### src/sv/hecd_pkg.sv
// ----------------------------------------------------------------------------
// hecd_pkg
// shared types, constants and position-mapping functions for the hamming codec
// ----------------------------------------------------------------------------
package hecd_pkg;

    localparam int CW_W     = 63;  // codeword / data word width
    localparam int LEN_W    = 6;   // length and position width
    localparam int PAR_W    = 3;   // width of a parity-bit count
    localparam int SYN_W    = 6;   // syndrome width
    localparam int DATA_MAX = 57;  // most data bits that fit in one codeword

    localparam logic MODE_ENCODE  = 1'b0;
    localparam logic MODE_CORRECT = 1'b1;

    typedef struct packed {
        logic             mode;
        logic [LEN_W-1:0] length;
        logic [CW_W-1:0]  payload;
    } t_in_word;

    typedef struct packed {
        logic [CW_W-1:0]  result_bits;
        logic [LEN_W-1:0] result_length;
        logic [SYN_W-1:0] error_position;
        logic             uncorrectable;
    } t_out_word;

    // ones in the low len bits
    function automatic logic [CW_W-1:0] len_mask(input logic [LEN_W-1:0] len);
        logic [CW_W-1:0] m;
        m = '0;
        for (int b = 0; b < CW_W; b++) begin
            if (b < int'(len)) begin
                m[b] = 1'b1;
            end
        end
        return m;
    endfunction

    // codeword positions (one-based) whose index has bit k set
    function automatic logic [CW_W-1:0] col_mask(input int k);
        logic [CW_W-1:0] m;
        m = '0;
        for (int i = 1; i <= CW_W; i++) begin
            if (((i >> k) & 1) != 0) begin
                m[i-1] = 1'b1;
            end
        end
        return m;
    endfunction

    // data bits, in order, into the non-power-of-two positions
    function automatic logic [CW_W-1:0] scatter(input logic [CW_W-1:0] data);
        logic [CW_W-1:0] cw;
        int              j;
        cw = '0;
        j  = 0;
        for (int i = 1; i <= CW_W; i++) begin
            if ((i & (i - 1)) != 0) begin
                cw[i-1] = data[j];
                j++;
            end
        end
        return cw;
    endfunction

    // non-power-of-two positions, in order, back into data bits
    function automatic logic [CW_W-1:0] gather(input logic [CW_W-1:0] cw);
        logic [CW_W-1:0] data;
        int              j;
        data = '0;
        j    = 0;
        for (int i = 1; i <= CW_W; i++) begin
            if ((i & (i - 1)) != 0) begin
                data[j] = cw[i-1];
                j++;
            end
        end
        return data;
    endfunction

    // syndrome bits into the power-of-two positions
    function automatic logic [CW_W-1:0] place_parity(input logic [SYN_W-1:0] s);
        logic [CW_W-1:0] cw;
        cw = '0;
        for (int k = 0; k < SYN_W; k++) begin
            cw[(1 << k) - 1] = s[k];
        end
        return cw;
    endfunction

    // least r with 2^r >= n + r + 1
    function automatic logic [PAR_W-1:0] parity_count(input logic [LEN_W-1:0] n);
        logic [PAR_W-1:0] r;
        r = PAR_W'(SYN_W);
        for (int k = SYN_W; k >= 0; k--) begin
            if ((1 << k) >= int'(n) + k + 1) begin
                r = PAR_W'(k);
            end
        end
        return r;
    endfunction

    // number of powers of two not above len
    function automatic logic [PAR_W-1:0] pow2_count(input logic [LEN_W-1:0] len);
        logic [PAR_W-1:0] c;
        c = '0;
        for (int k = 0; k < SYN_W; k++) begin
            if ((1 << k) <= int'(len)) begin
                c = c + PAR_W'(1);
            end
        end
        return c;
    endfunction

endpackage

### src/sv/hamming_encode_correct_decode_core.sv
// ----------------------------------------------------------------------------
// hamming_encode_correct_decode_core
// variable-length hamming single-error-correcting encoder and corrector
// ----------------------------------------------------------------------------
// A word is captured in the input register, goes through the codec xor trees,
// and lands in the result register; the block takes a new word every cycle
// while the output does not stall. In encode mode up to 57 data bits (longer
// lengths saturate) are spread over the non-power-of-two positions and parity
// is placed at the powers of two; the codeword length comes back in
// result_length. In correct mode the syndrome over the first length bits names
// the bit to flip, the data bits are pulled out, and a syndrome beyond the
// length is reported with uncorrectable set and nothing flipped. Bits of the
// payload beyond length are ignored. Stall on the output backs up through both
// registers; the input keeps accepting while either register has room.
// ----------------------------------------------------------------------------
module hamming_encode_correct_decode_core (
    input  logic                i_clk,
    input  logic                i_rst_n,
    // input channel
    input  logic                i_in_valid,
    output logic                o_in_stall,
    input  hecd_pkg::t_in_word  i_in_data,
    // result channel
    output logic                o_out_valid,
    input  logic                i_out_stall,
    output hecd_pkg::t_out_word o_out_data
);

    // input register stage
    logic                r_s1_valid;
    logic                n_s1_valid;
    hecd_pkg::t_in_word  r_s1_data;

    // result register stage
    logic                r_s2_valid;
    logic                n_s2_valid;
    hecd_pkg::t_out_word r_s2_data;
    hecd_pkg::t_out_word n_s2_data;

    logic                s2_load;
    logic                s1_load;

    // result register takes a new word when empty or being drained
    assign s2_load = !r_s2_valid || !i_out_stall;
    // input register takes a word when empty or moving on
    assign s1_load = !r_s1_valid || s2_load;

    // no word is taken while in reset
    assign o_in_stall = !i_rst_n || !s1_load;

    assign n_s1_valid = s1_load ? i_in_valid : r_s1_valid;
    assign n_s2_valid = s2_load ? r_s1_valid : r_s2_valid;

    // all the coding work sits between the two registers
    hecd_codec u_codec (
        .i_word (r_s1_data),
        .o_word (n_s2_data)
    );

    always_ff @(posedge i_clk) begin
        if (!i_rst_n) begin
            r_s1_valid <= 1'b0;
            r_s2_valid <= 1'b0;
        end else begin
            r_s1_valid <= n_s1_valid;
            r_s2_valid <= n_s2_valid;
        end
    end

    // payload registers, loaded only on a live word
    always_ff @(posedge i_clk) begin
        if (s1_load && i_in_valid) begin
            r_s1_data <= i_in_data;
        end
        if (s2_load && r_s1_valid) begin
            r_s2_data <= n_s2_data;
        end
    end

    assign o_out_valid = r_s2_valid;
    assign o_out_data  = r_s2_data;

endmodule

### src/sv/hecd_syndrome.sv
// ----------------------------------------------------------------------------
// hecd_syndrome
// xor trees forming the syndrome of a 63-bit codeword
// ----------------------------------------------------------------------------
module hecd_syndrome (
    input  logic [hecd_pkg::CW_W-1:0]  i_word,
    output logic [hecd_pkg::SYN_W-1:0] o_syndrome
);

    always_comb begin
        for (int k = 0; k < hecd_pkg::SYN_W; k++) begin
            o_syndrome[k] = ^(i_word & hecd_pkg::col_mask(k));
        end
    end

endmodule

### src/sv/hecd_codec.sv
// ----------------------------------------------------------------------------
// hecd_codec
// one-pass encode or correct-and-extract of a single word
// ----------------------------------------------------------------------------
module hecd_codec (
    input  hecd_pkg::t_in_word  i_word,
    output hecd_pkg::t_out_word o_word
);

    logic [hecd_pkg::LEN_W-1:0] n_data;
    logic [hecd_pkg::CW_W-1:0]  cw_enc;
    logic [hecd_pkg::CW_W-1:0]  cw;
    logic [hecd_pkg::SYN_W-1:0] syn;
    logic [hecd_pkg::CW_W-1:0]  flip;
    logic                       in_range;

    // encode data count saturates so the codeword fits
    assign n_data = (i_word.length > hecd_pkg::LEN_W'(hecd_pkg::DATA_MAX))
                  ? hecd_pkg::LEN_W'(hecd_pkg::DATA_MAX) : i_word.length;

    assign cw_enc = hecd_pkg::scatter(i_word.payload & hecd_pkg::len_mask(n_data));

    assign cw = (i_word.mode == hecd_pkg::MODE_CORRECT)
              ? (i_word.payload & hecd_pkg::len_mask(i_word.length)) : cw_enc;

    hecd_syndrome u_syn (
        .i_word     (cw),
        .o_syndrome (syn)
    );

    assign in_range = (syn != '0) && (syn <= i_word.length);
    assign flip     = in_range ? (hecd_pkg::CW_W'(1) << (syn - hecd_pkg::SYN_W'(1))) : '0;

    always_comb begin
        if (i_word.mode == hecd_pkg::MODE_CORRECT) begin
            o_word.result_bits    = hecd_pkg::gather(cw ^ flip);
            o_word.result_length  = i_word.length
                                  - hecd_pkg::LEN_W'(hecd_pkg::pow2_count(i_word.length));
            o_word.error_position = syn;
            o_word.uncorrectable  = (syn != '0) && !in_range;
        end else begin
            o_word.result_bits    = cw | hecd_pkg::place_parity(syn);
            o_word.result_length  = n_data
                                  + hecd_pkg::LEN_W'(hecd_pkg::parity_count(n_data));
            o_word.error_position = '0;
            o_word.uncorrectable  = 1'b0;
        end
    end

endmodule

### config.mk
export PLATFORM = sky130hd
export DESIGN_NAME = hamming_encode_correct_decode_core
export DESIGN_NICKNAME = d
export VERILOG_FILES = /design/src/sv/hecd_pkg.sv /design/src/sv/hamming_encode_correct_decode_core.sv /design/src/sv/hecd_syndrome.sv /design/src/sv/hecd_codec.sv
export SDC_FILE = /design/constraint.sdc
export NUM_CORES = 1
export LEC_CHECK = 0
export ABC_AREA = 1
export BUFFER_PORTS_ARGS = -buffer_cell sky130_fd_sc_hd__buf_4
export CAP_MARGIN = 20
export CORE_UTILIZATION = 45
export CTS_BUF_LIST = sky130_fd_sc_hd__clkbuf_4 sky130_fd_sc_hd__clkbuf_8 sky130_fd_sc_hd__clkbuf_16
export DETAILED_ROUTE_END_ITERATION = 8
export PLACE_DENSITY_LB_ADDON = 0.15
export REMOVE_ABC_BUFFERS = 1
export SYNTH_ARGS = -nofsm -noshare
export SYNTH_HDL_FRONTEND = slang
export SYNTH_HIERARCHICAL = 1
export SYNTH_SLANG_ARGS = --single-unit
### constraint.sdc
create_clock -name i_clk -period 5.4 [get_ports i_clk]
set_clock_uncertainty 0.15 [all_clocks]
set_input_delay 1.08 -clock i_clk [delete_from_list [all_inputs] [get_ports i_clk]]
set_output_delay 1.08 -clock i_clk [all_outputs]
set_load 0.1 [all_outputs]
=== Word level (Yosys, flattened, before mapping) ===
Index checks and enable logic that the tools add are counted.

* Output and inout bits: 78
* Bits in registers: 148
* Input port bits: 74
* Logic and storage cells: 832

* Order comparisons: 246
* Bitwise logic cells: 4
* Shift operators: 1
* Reduce and logical (&&, ||, !) cells: 76
* Add/sub/neg operators: 73
* Mux-type cells: 423

{| class="wikitable"
|+ Operator list
! operator !! number
|-
| 63-bit 2-to-1 mux || 57
|-
| 63-bit bitwise mux || 56
|-
| 32-bit by 2-bit adder with 32-bit output, second input constant || 60
|-
| 32-bit by 1-bit >= comparator with 1-bit output, second input constant || 56
|-
| 32-bit by 8-bit less-than comparator with 1-bit output, second input constant || 56
|-
| 32-bit 2-to-1 mux || 56
|-
| 63-bit XOR reduction || 6
|-
| 1-bit demux with 6-bit select || 56
|-
| 6-bit less-than comparator, first input constant || 56
|-
| 5-bit by 6-bit less-than comparator with 1-bit output, first input constant || 32
|-
| 1-bit 2-to-1 mux || 178
|-
| 4-bit by 6-bit less-than comparator with 1-bit output, first input constant || 16
|-
| 76-bit 2-to-1 mux || 1
|-
| 63-bit AND || 1
|-
| 63-bit by 32-bit OR with 63-bit output || 1
|-
| 1-bit by 6-bit << shifter with 63-bit output, first input constant || 1
|-
| 63-bit XOR || 1
|-
| 1-bit logical AND || 60
|-
| 57-bit AND || 1
|-
| 3-bit by 6-bit less-than comparator with 1-bit output, first input constant || 8
|-
| 3-bit 2-to-1 mux || 16
|-
| 2-bit by 32-bit >= comparator with 1-bit output, first input constant || 1
|-
| 3-bit by 32-bit >= comparator with 1-bit output, first input constant || 1
|-
| 4-bit by 32-bit >= comparator with 1-bit output, first input constant || 1
|-
| 25 further kinds || 45
|}

=== Longest topological paths before layout ===
Gate-level depths: netlist of the first run.

* Depth in word-level cells: 124
* Mapped depth: 40
* Gate-level depth less buffers: 40

=== By module ===
Netlist of the first run, hierarchy kept.

{| class="wikitable"
|+ Modules (own cells, without submodules)
! module !! cells an instance !! area each (um^2) !! seq. area each (um^2) !! instances
|-
| hecd_codec || 950 || 4989.8 || 0.0 || 1
|-
| hamming_encode_correct_decode_core || 159 || 4479.3 || 4424.2 || 1
|-
| hecd_syndrome || 479 || 2332.2 || 0.0 || 1
|}

=== Worst setup path after synthesis of the first run ===
No wires, ideal clock.

* Path kind: input -> register
* Start point: in i_out_stall
* End point: reg r_s2_data (netlist bit o_out_data[0]) (enable)
* Arrival time: 4.783 ns
* Slack: -0.068 ns
* Stages on the path: 1
* Path buffers: 0
* Required time: 4.715 ns
* Library setup time: 0.535 ns
* Cell sequence: a21oi_1

* Cells in the longest elaborated chain, start to end: 3

{| class="wikitable"
|+ RTL lines
! item !! RTL line !! text
|-
| start, declared || hamming_encode_correct_decode_core.sv:25 || <nowiki>input logic i_out_stall,</nowiki>
|-
| 1-bit logical NOT || hamming_encode_correct_decode_core.sv:44 || <nowiki>assign s2_load = !r_s2_valid || !i_out_stall;</nowiki>
|-
| 1-bit logical OR || hamming_encode_correct_decode_core.sv:44 ||
|-
| 1-bit logical AND || hamming_encode_correct_decode_core.sv:75 || <nowiki>if (s2_load && r_s1_valid) begin</nowiki>
|-
| end signal, assigned || hamming_encode_correct_decode_core.sv:76 || <nowiki>r_s2_data <= n_s2_data;</nowiki>
|-
| end, declared || hamming_encode_correct_decode_core.sv:37 || <nowiki>hecd_pkg::t_out_word r_s2_data;</nowiki>
|}

Every way passes these cells.
A chain may end at the register's enable or synchronous reset.

==> results of run 1 <==
power breakdown:
| group | leakage, nW | internal [mW] | total, mW | switching, mW |
|---|---|---|---|---|
| Combinational | 5.87 | 1.12 | 3.11 | 1.99 |
| Sequential | 1.44 | 1.37 | 1.41 | 0.0372 |
| Clock | 0.296 | 0.704 | 1.27 | 0.565 |
| Total | 7.60 | 3.19 | 5.79 | 2.60 |
cell type report:
type | count | area share
clock buffer | 17 | 0.02659
inverter | 225 | 0.05348
tap | 330 | 0.02580
timing repair buffer | 392 | 0.1867
sequential | 148 | 0.2765
multi-input combinational | 1176 | 0.4197
clock inverter | 15 | 0.01126
per-stage QoR:
| step | setup slack, ps | util | area, um2 | TNS (ps) | std cells |
|---|---|---|---|---|---|
| CTS | 2.813 | 0.6099 | 15540 | 0 | 2293 |
| global route | -82.89 | 0.6282 | 16000 | -663.9 | 2303 |
| finish | 153.4 | 0.6282 | 16000 | 0 | 2303 |
| floorplan | -696.8 | - | 11600 | -25100 | 1549 |
| detailed placement | -147.2 | 0.5861 | 14930 | -815.8 | 2261 |
| global placement | -121.5 | 0.5861 | 14930 | -428.5 | 2261 |
critical path, delay by kind of cell (launching register included):
family | cells | cell delay [ps]
compound gates | 3 | 580
xor+xnor | 3 | 680
fa+ha+maj | 2 | 500
buf+inv | 7 | 940
flops | 1 | 430
simple gates | 16 | 1760
synthesized netlist by cell type (3+ instances only):
cell type	number
a21oi_1	29
a21oi_2	4
a31oi_1	11
and2_1	3
buf_1	6
buf_2	13
buf_6	4
clkbuf_1	12
edfxtp_1	146
ha_1	31
inv_1	203
inv_2	19
nand2_1	489
nand2_2	10
nand2_4	4
nand3_1	115
nand3b_1	3
nand4_1	13
nand4_2	3
nor2_1	132
nor2_2	13
nor2_4	9
nor3_1	12
o2111ai_1	3
o211ai_1	22
o21ai_0	68
o21ai_1	21
o21ai_2	5
o21bai_1	3
o22ai_1	3
o311ai_0	5
o31ai_1	4
xnor2_1	59
xor2_1	67
logic make-up after synthesis:
logic type | Yosys count | share of synthesized area
mux | 1 | 0.0008482
fa+ha+maj | 33 | 0.03626
buf+inv | 264 | 0.08895
simple gates | 816 | 0.2974
xor+xnor | 128 | 0.09627
flops | 148 | 0.3749
compound gates | 198 | 0.1054
metal layers:
| layer | global-route usage | up-vias | part of all wire |
|---|---|---|---|
| li1 | - | 5928 | - |
| met1 | 0.4629 | 5781 | 0.42 |
| met2 | 0.5553 | 613 | 0.45 |
| met3 | 0.06591 | 105 | 0.087 |
| met4 | 0.1313 | 0 | 0.037 |
| met5 | 0 | - | 0 |
worst max path at each step:
stage / start / end / slack [ps]
3_5_place_dp: r_s1_data[67] / o_out_data[55] / -150
6_report: r_s1_data[68] / o_out_data[32] / 150
4_1_cts: r_s1_data[68] / o_out_data[60] / 3
3_3_place_gp: r_s1_data[66] / o_out_data[32] / -120
2_1_floorplan: r_s1_data[69] / o_out_data[48] / -700
5_1_grt: r_s1_data[68] / o_out_data[39] / -80
state kept, by name, indices dropped and copies added, names as in the netlist:
| register | flops |
|---|---|
| r_s1_data | 70 |
| o_out_valid | 1 |
| o_out_data | 76 |
| r_s1_valid | 1 |
what timing repair did:
item                                    in CTS  in global routing
resized for setup                            3                104
buffers inserted                             0                 10
endpoints found under the setup margin      15                 60
pin swaps                                    0                 14
cloned                                       0                  0
==> impl_summary.log, run 1 <==
INFO  metric synth_seq_area_share = 0.3749
INFO  metric period_needed = 5247 ps
INFO  metric post-layout-total-power = 5.792 mW
INFO  metric holdBufCountCts = 0
INFO  metric setup.worst_path.class = reg2reg
INFO  metric via_count_of_the_first_global_routing_pass = 11612
INFO  metric post_synthesis_cell_type_with_the_largest_combined_area = edfxtp_1
INFO  metric max-clock-path-buffers = 2
INFO  metric multi_input_logic_area = 6715 um2
INFO  metric initial_core_util = 0.4633
INFO  metric power.ir.vdd_worst = 0.0002839 V
INFO  metric commonest_cells_after_routing_fill_and_taps_aside = 468 x nand2_1, 387 x buf_4, 195 x inv_1
INFO  metric hold_ws = about 350 ps
INFO  metric ff2ff_setup_slack = between 150 and 200 ps
INFO  metric synthDominantCellAreaShare = 0.3715
INFO  metric leakagePower = 7.602 nW
INFO  metric layout.nets = slightly above 2000
INFO  metric grtUsageTotal = 0.3468
INFO  metric antenna_found_initial = 0
INFO  metric synthesized_area = 11800 um2
INFO  metric route.antenna.remaining_nets = 0
INFO  metric floorplan.die_area = 26880 um2
INFO  metric crit_required = 5470 ps
INFO  metric power_density = roughly 360 nW/um2
INFO  metric endpoint_kind = register
INFO  metric cts_max_level = 4
INFO  metric async_reset_ff_frac = 0
INFO  metric worstSetupStartpointType = register
INFO  metric first_iter_violations = 1421
INFO  metric final_layout_size_suffix_gt1_frac = 0.2975
INFO  metric clock_insertion_delay_worst_skew = 440 ps
INFO  metric area_of_the_core_region = 25470 um2
INFO  metric critical-path-top-cell-by-count = nand2_1
INFO  metric synth_cell_type_count = 67
INFO  metric timing.hold.worst.class = reg2reg
INFO  metric numPortBuffers = roughly 150
INFO  metric detailed_place_hpwl = ~38 mm
INFO  metric setup-violations-final = 0
INFO  metric slew-limit-headroom = 0.5478
INFO  metric min_from = r_s1_valid
INFO  metric syn_area_per_cell = 7.432 um2
INFO  metric gp_congestion = 1.015
INFO  metric die_height = about 160 um
INFO  metric synth-edff-count = 146
INFO  metric number_of_hold_violations_in_the_final_report = 0
INFO  metric dr.pass1.iters = 6
INFO  metric antenna_cells = 0
INFO  metric pin_count_of_the_biggest_net_entering_global_routing = 50
INFO  metric outcome = finished clean
INFO  metric die_width = 163.9 um
INFO  metric hold_path_end = r_s1_valid
INFO  metric rr_worst_depth = 31
INFO  metric clkSlewWorstSetupHoldPaths = 70 ps
INFO  metric detail_route.vias_per_cell = 5.396
INFO  metric cts_inserted_buffers = 17
INFO  metric nFillCells = 2368
INFO  metric yosys-top-cells-area = edfxtp_1 37%, nand2_1 16%, inv_1 6.5%, xor2_1 5.0%, nand3_1 4.9%
INFO  metric clock_sink_count = 148
INFO  metric arrival = 5320 ps
INFO  metric seqCellArea = 4424 um2
INFO  metric postRouteWirelength = 46.31 mm
INFO  metric critical_path_max_stage_delay = 430 ps
INFO  metric worstReg2RegStart = r_s1_data[68]
INFO  metric layout_worst_path_cycle_share = 0.9716
INFO  metric cpMaxStageDelayCell = edfxtp_1
INFO  metric synthToLayoutAreaGrowth = 35.59%
INFO  metric min_delay_path_depth = 2
INFO  metric route.detailed.wl_per_inst = 20.11 um
INFO  metric mostFrequentLayoutCell = nand2_1
INFO  metric endpoint_of_the_worst_register_to_register_path = o_out_data[32]
INFO  metric dr_total_vias = 12427
INFO  metric maxCapViolCount = 0
INFO  metric globalRouteOverflowTotal = 0
INFO  metric critPathMaxFanout = 7
INFO  metric grt_pass1_wl = 67.62 mm
INFO  metric tightest_slew = slightly below 700 ps
INFO  metric detail_route.drc_violations = 0
INFO  metric io_pins = 152
INFO  metric synthesis.instances = 1588
INFO  metric fmax = 190.6 MHz
INFO  metric placement_rows = 58
INFO  metric tritoncts = done
INFO  metric flip_flop_cell_with_the_highest_count_after_synthesis = edfxtp_1
INFO  metric cts_root_buffer = clkbuf_16
INFO  metric ys_seq_elements = around 150
INFO  metric max_slew_violations = 0
INFO  metric yosys_warnings = 6
(Power assumes the default switching activity.)
==> run 2, diff against run 1 <==
Settings changed: ABC_AREA 1 to unset.
==> run 2 against run 1 <==
The run now ends with DRC left. Maximum frequency decreased by 2.8%. Via count shrank 20%. Area after synthesis down 12%. Combinational power is 88% higher. Global-route usage rose by 0.42 points. Sequential power up 5%. Worst hold slack better by 23 ps. Total power increased by 49%. Die area down 12%. Clock power grew 4%.
==> impl_summary.log, run 2 <==
INFO  metric critical-path-top-cell-by-count = buf_4
INFO  metric critical_path_max_stage_delay = 450 ps
INFO  metric max-clock-path-buffers = 2
INFO  metric detail_route.vias_per_cell = ~6
INFO  metric critPathMaxFanout = 14
INFO  metric globalRouteOverflowTotal = 0
INFO  metric synthesis.instances = 1003
INFO  metric synthDominantCellAreaShare = 0.4229
INFO  metric max_slew_violations = 0
INFO  metric leakagePower = roughly 6.0 nW
INFO  metric synthMostInstantiatedCell = edfxtp_1
INFO  metric io_pins = 152
INFO  metric holdBufCountCts = 0
INFO  metric ys_top_cells_by_count = 146 x edfxtp_1, 108 x nand2_1, 97 x xnor2_1, 62 x o21ai_0, 60 x nor2_1
INFO  metric antenna_cells = 0
INFO  metric floorplan.die_area = 23650 um2
INFO  metric syn_area_per_cell = 10.34 um2
INFO  metric cts_root_buffer = clkbuf_16
INFO  metric numPortBuffers = 151
INFO  metric dr_total_vias = about 9900
INFO  metric clock_insertion_delay_worst_skew = 440 ps
INFO  metric antenna_found_initial = 0
INFO  metric synthesized_area = between 10000 and 15000 um2
INFO  metric via_count_of_the_first_global_routing_pass = slightly below 10000
INFO  metric largest_register_ffs = 76
INFO  metric tightest_slew = 1060 ps
INFO  metric cts_max_level = 4
INFO  metric postPlaceCellArea = between 10000 and 15000 um2
INFO  metric arrival = 5430 ps
INFO  metric critical-path-top-delay-family = XOR/XNOR gates
INFO  metric grt_pass1_wl = approximately 60 mm
INFO  metric dr.pass1.iters = 9
INFO  metric route.detailed.wl_per_inst = between 20 and 30 um
INFO  metric tritoncts = done
INFO  metric cp.buffers_inverters = 6
INFO  metric pin_count_of_the_biggest_net_entering_global_routing = 77
INFO  metric worstPathCellList = and3_4 -> a21oi_4 -> buf_4 -> ha_4 -> nand2_2 -> buf_4 -> o211ai_1 -> nand2_1 -> buf_4 -> xnor2_2 -> xnor2_1 -> buf_4 -> xnor3_1 -> xnor3_1 -> ha_1 -> nor2b_1 -> o21ai_1 -> a21oi_2 -> buf_4 -> o21ai_4 -> buf_12 -> nand4_1 -> xnor2_1 -> o22ai_1
INFO  metric yosys_warnings = 6
INFO  metric power_density = slightly below 600 nW/um2
INFO  metric setup_tns = 0 ps
INFO  metric first_iter_violations = 1062
INFO  metric endpoint_kind = register
INFO  metric finish.instance_area = between 10000 and 15000 um2
INFO  metric ys_seq_elements = 148
INFO  metric synthToLayoutAreaGrowth = 39.95%
INFO  metric initial_core_util = 0.4579
INFO  metric crit_required = 5430 ps
INFO  metric setup_repair_after_global_routing_missed_its_margin = true
INFO  metric outcome = finished with violations
INFO  metric detail_route.drc_violations = 1
INFO  metric slew-limit-headroom = 0.2933
INFO  metric die_height = 153.8 um
INFO  metric commonest_cells_after_routing_fill_and_taps_aside = 381 x buf_4, 146 x edfxtp_1, 102 x nand2_1
INFO  metric number_of_hold_violations_in_the_final_report = 0
INFO  metric worstSetupStartpointType = register
INFO  metric failed_checks = DRC
INFO  metric mostFrequentLayoutCell = buf_4
INFO  metric maxCapViolCount = 0
INFO  metric finalCoreUtilization = 0.6408
INFO  metric placement_rows = 55
INFO  metric gp_congestion = around 1
INFO  metric timing.hold.worst.class = reg2reg
INFO  metric layout.nets = around 1500
INFO  metric final_layout_size_suffix_gt1_frac = 0.3879
INFO  metric async_reset_ff_frac = 0
INFO  metric clock_sink_count = between 100 and 150
INFO  metric post_synthesis_cell_type_with_the_largest_combined_area = edfxtp_1
INFO  metric cpMaxStageDelayCell = edfxtp_1
INFO  metric synth_cell_type_count = 87
INFO  metric layout_worst_path_cycle_share = 0.9999
INFO  metric period_needed = roughly 5400 ps
INFO  metric cts_inserted_buffers = 17
INFO  metric area_of_the_core_region = 22640 um2
INFO  metric route.antenna.remaining_nets = 0
INFO  metric die_width = roughly 150 um
INFO  metric fmax = approximately 190 MHz
INFO  metric synth_seq_area_share = 0.4268
INFO  metric clkSlewWorstSetupHoldPaths = ~70 ps
INFO  metric yosys-top-cells-area = edfxtp_1 42%, xnor2_1 8.2%, xnor3_1 4.1%, nand2_1 3.9%, ha_1 3.7%
INFO  metric power.ir.vdd_worst = between 0.0005 and 0.0006 V
INFO  metric grtUsageTotal = 0.3510
INFO  metric detailed_place_hpwl = 31.53 mm
INFO  metric setup.worst_path.class = reg2reg
INFO  metric postRouteWirelength = between 40 and 50 mm
INFO  metric flip_flop_cell_with_the_highest_count_after_synthesis = edfxtp_1
INFO  metric synth-edff-count = 146
INFO  metric setup-violations-final = 0
[run 2: logic make-up after synthesis]
group,after synthesis,synth area share
multiplexers,11,0.01074
XOR/XNOR,158,0.1674
AND/OR/NAND/NOR,338,0.1607
flip-flops,148,0.4268
adder cells (fa/ha/maj),33,0.04128
buffers and inverters,86,0.03886
AO/OA/AOI/OAI,229,0.1543
[run 2: area by class of cell]
| type | count | area, um2 |
|---|---|---|
| fill | 1894 | 8133 |
| clock buffer | 19 | 446.7 |
| inverter | 28 | 105.1 |
| sequential | 148 | 4424 |
| clock inverter | 13 | 197.7 |
| timing repair buffer | 392 | 3044 |
| tap | 285 | 356.6 |
| multi-input combinational | 769 | 5933 |
[run 2: timing repair]
action / CTS / global route
setup buffers: 0 / 11
pin swaps: 8 / 29
setup endpoints to repair: 57 / 60
gates resized for setup: 22 / 70
cloned: 1 / 0
[run 2: path summary, 6_finish.rpt]
path | from | to | slack, ps | cells past startpoint
worst max-delay path | r_s1_data[66] | o_out_data[66] | 0.4 | 24
worst max register to register | r_s1_data[66] | o_out_data[66] | 0.4 | 24
worst min register to register | r_s1_valid | r_s1_valid | 370 | 2
worst min-delay path | r_s1_valid | r_s1_valid | 370 | 2
[run 2: per-stage QoR]
step	std cells	setup WS (ps)	power [mW]	hold WS [ps]
after floorplan	945	-3027	4.250	336.6
after global placement	1610	-319.6	6.612	357.6
after detailed placement	1610	-480.5	6.620	366.3
after CTS	1643	-25.79	8.240	376.0
after global routing	1654	-113.3	8.958	396.2
final	1654	0.3504	8.645	370.9
[run 2: report_power, final]
part | switching [mW] | leakage (nW) | total [mW] | internal, mW
sequential | 0.0473 | 1.41 | 1.48 | 1.43
clock | 0.519 | 0.312 | 1.32 | 0.799
combinational | 3.48 | 4.32 | 5.85 | 2.36
total | 4.05 | 6.05 | 8.64 | 4.60
[run 2: worst min-delay path, cell delays in order, from the launching register on]
cell	delay [ps]
dfxtp_1	330
nand3_2	90
a21boi_1	60
[run 2: metal layers]
metal	global-route usage	vias up	share of wire
li1	-	4417	-
met5	0	-	0
met2	0.5701	565	0.46
met3	0.06539	146	0.086
met1	0.4550	4818	0.40
met4	0.1619	0	0.050
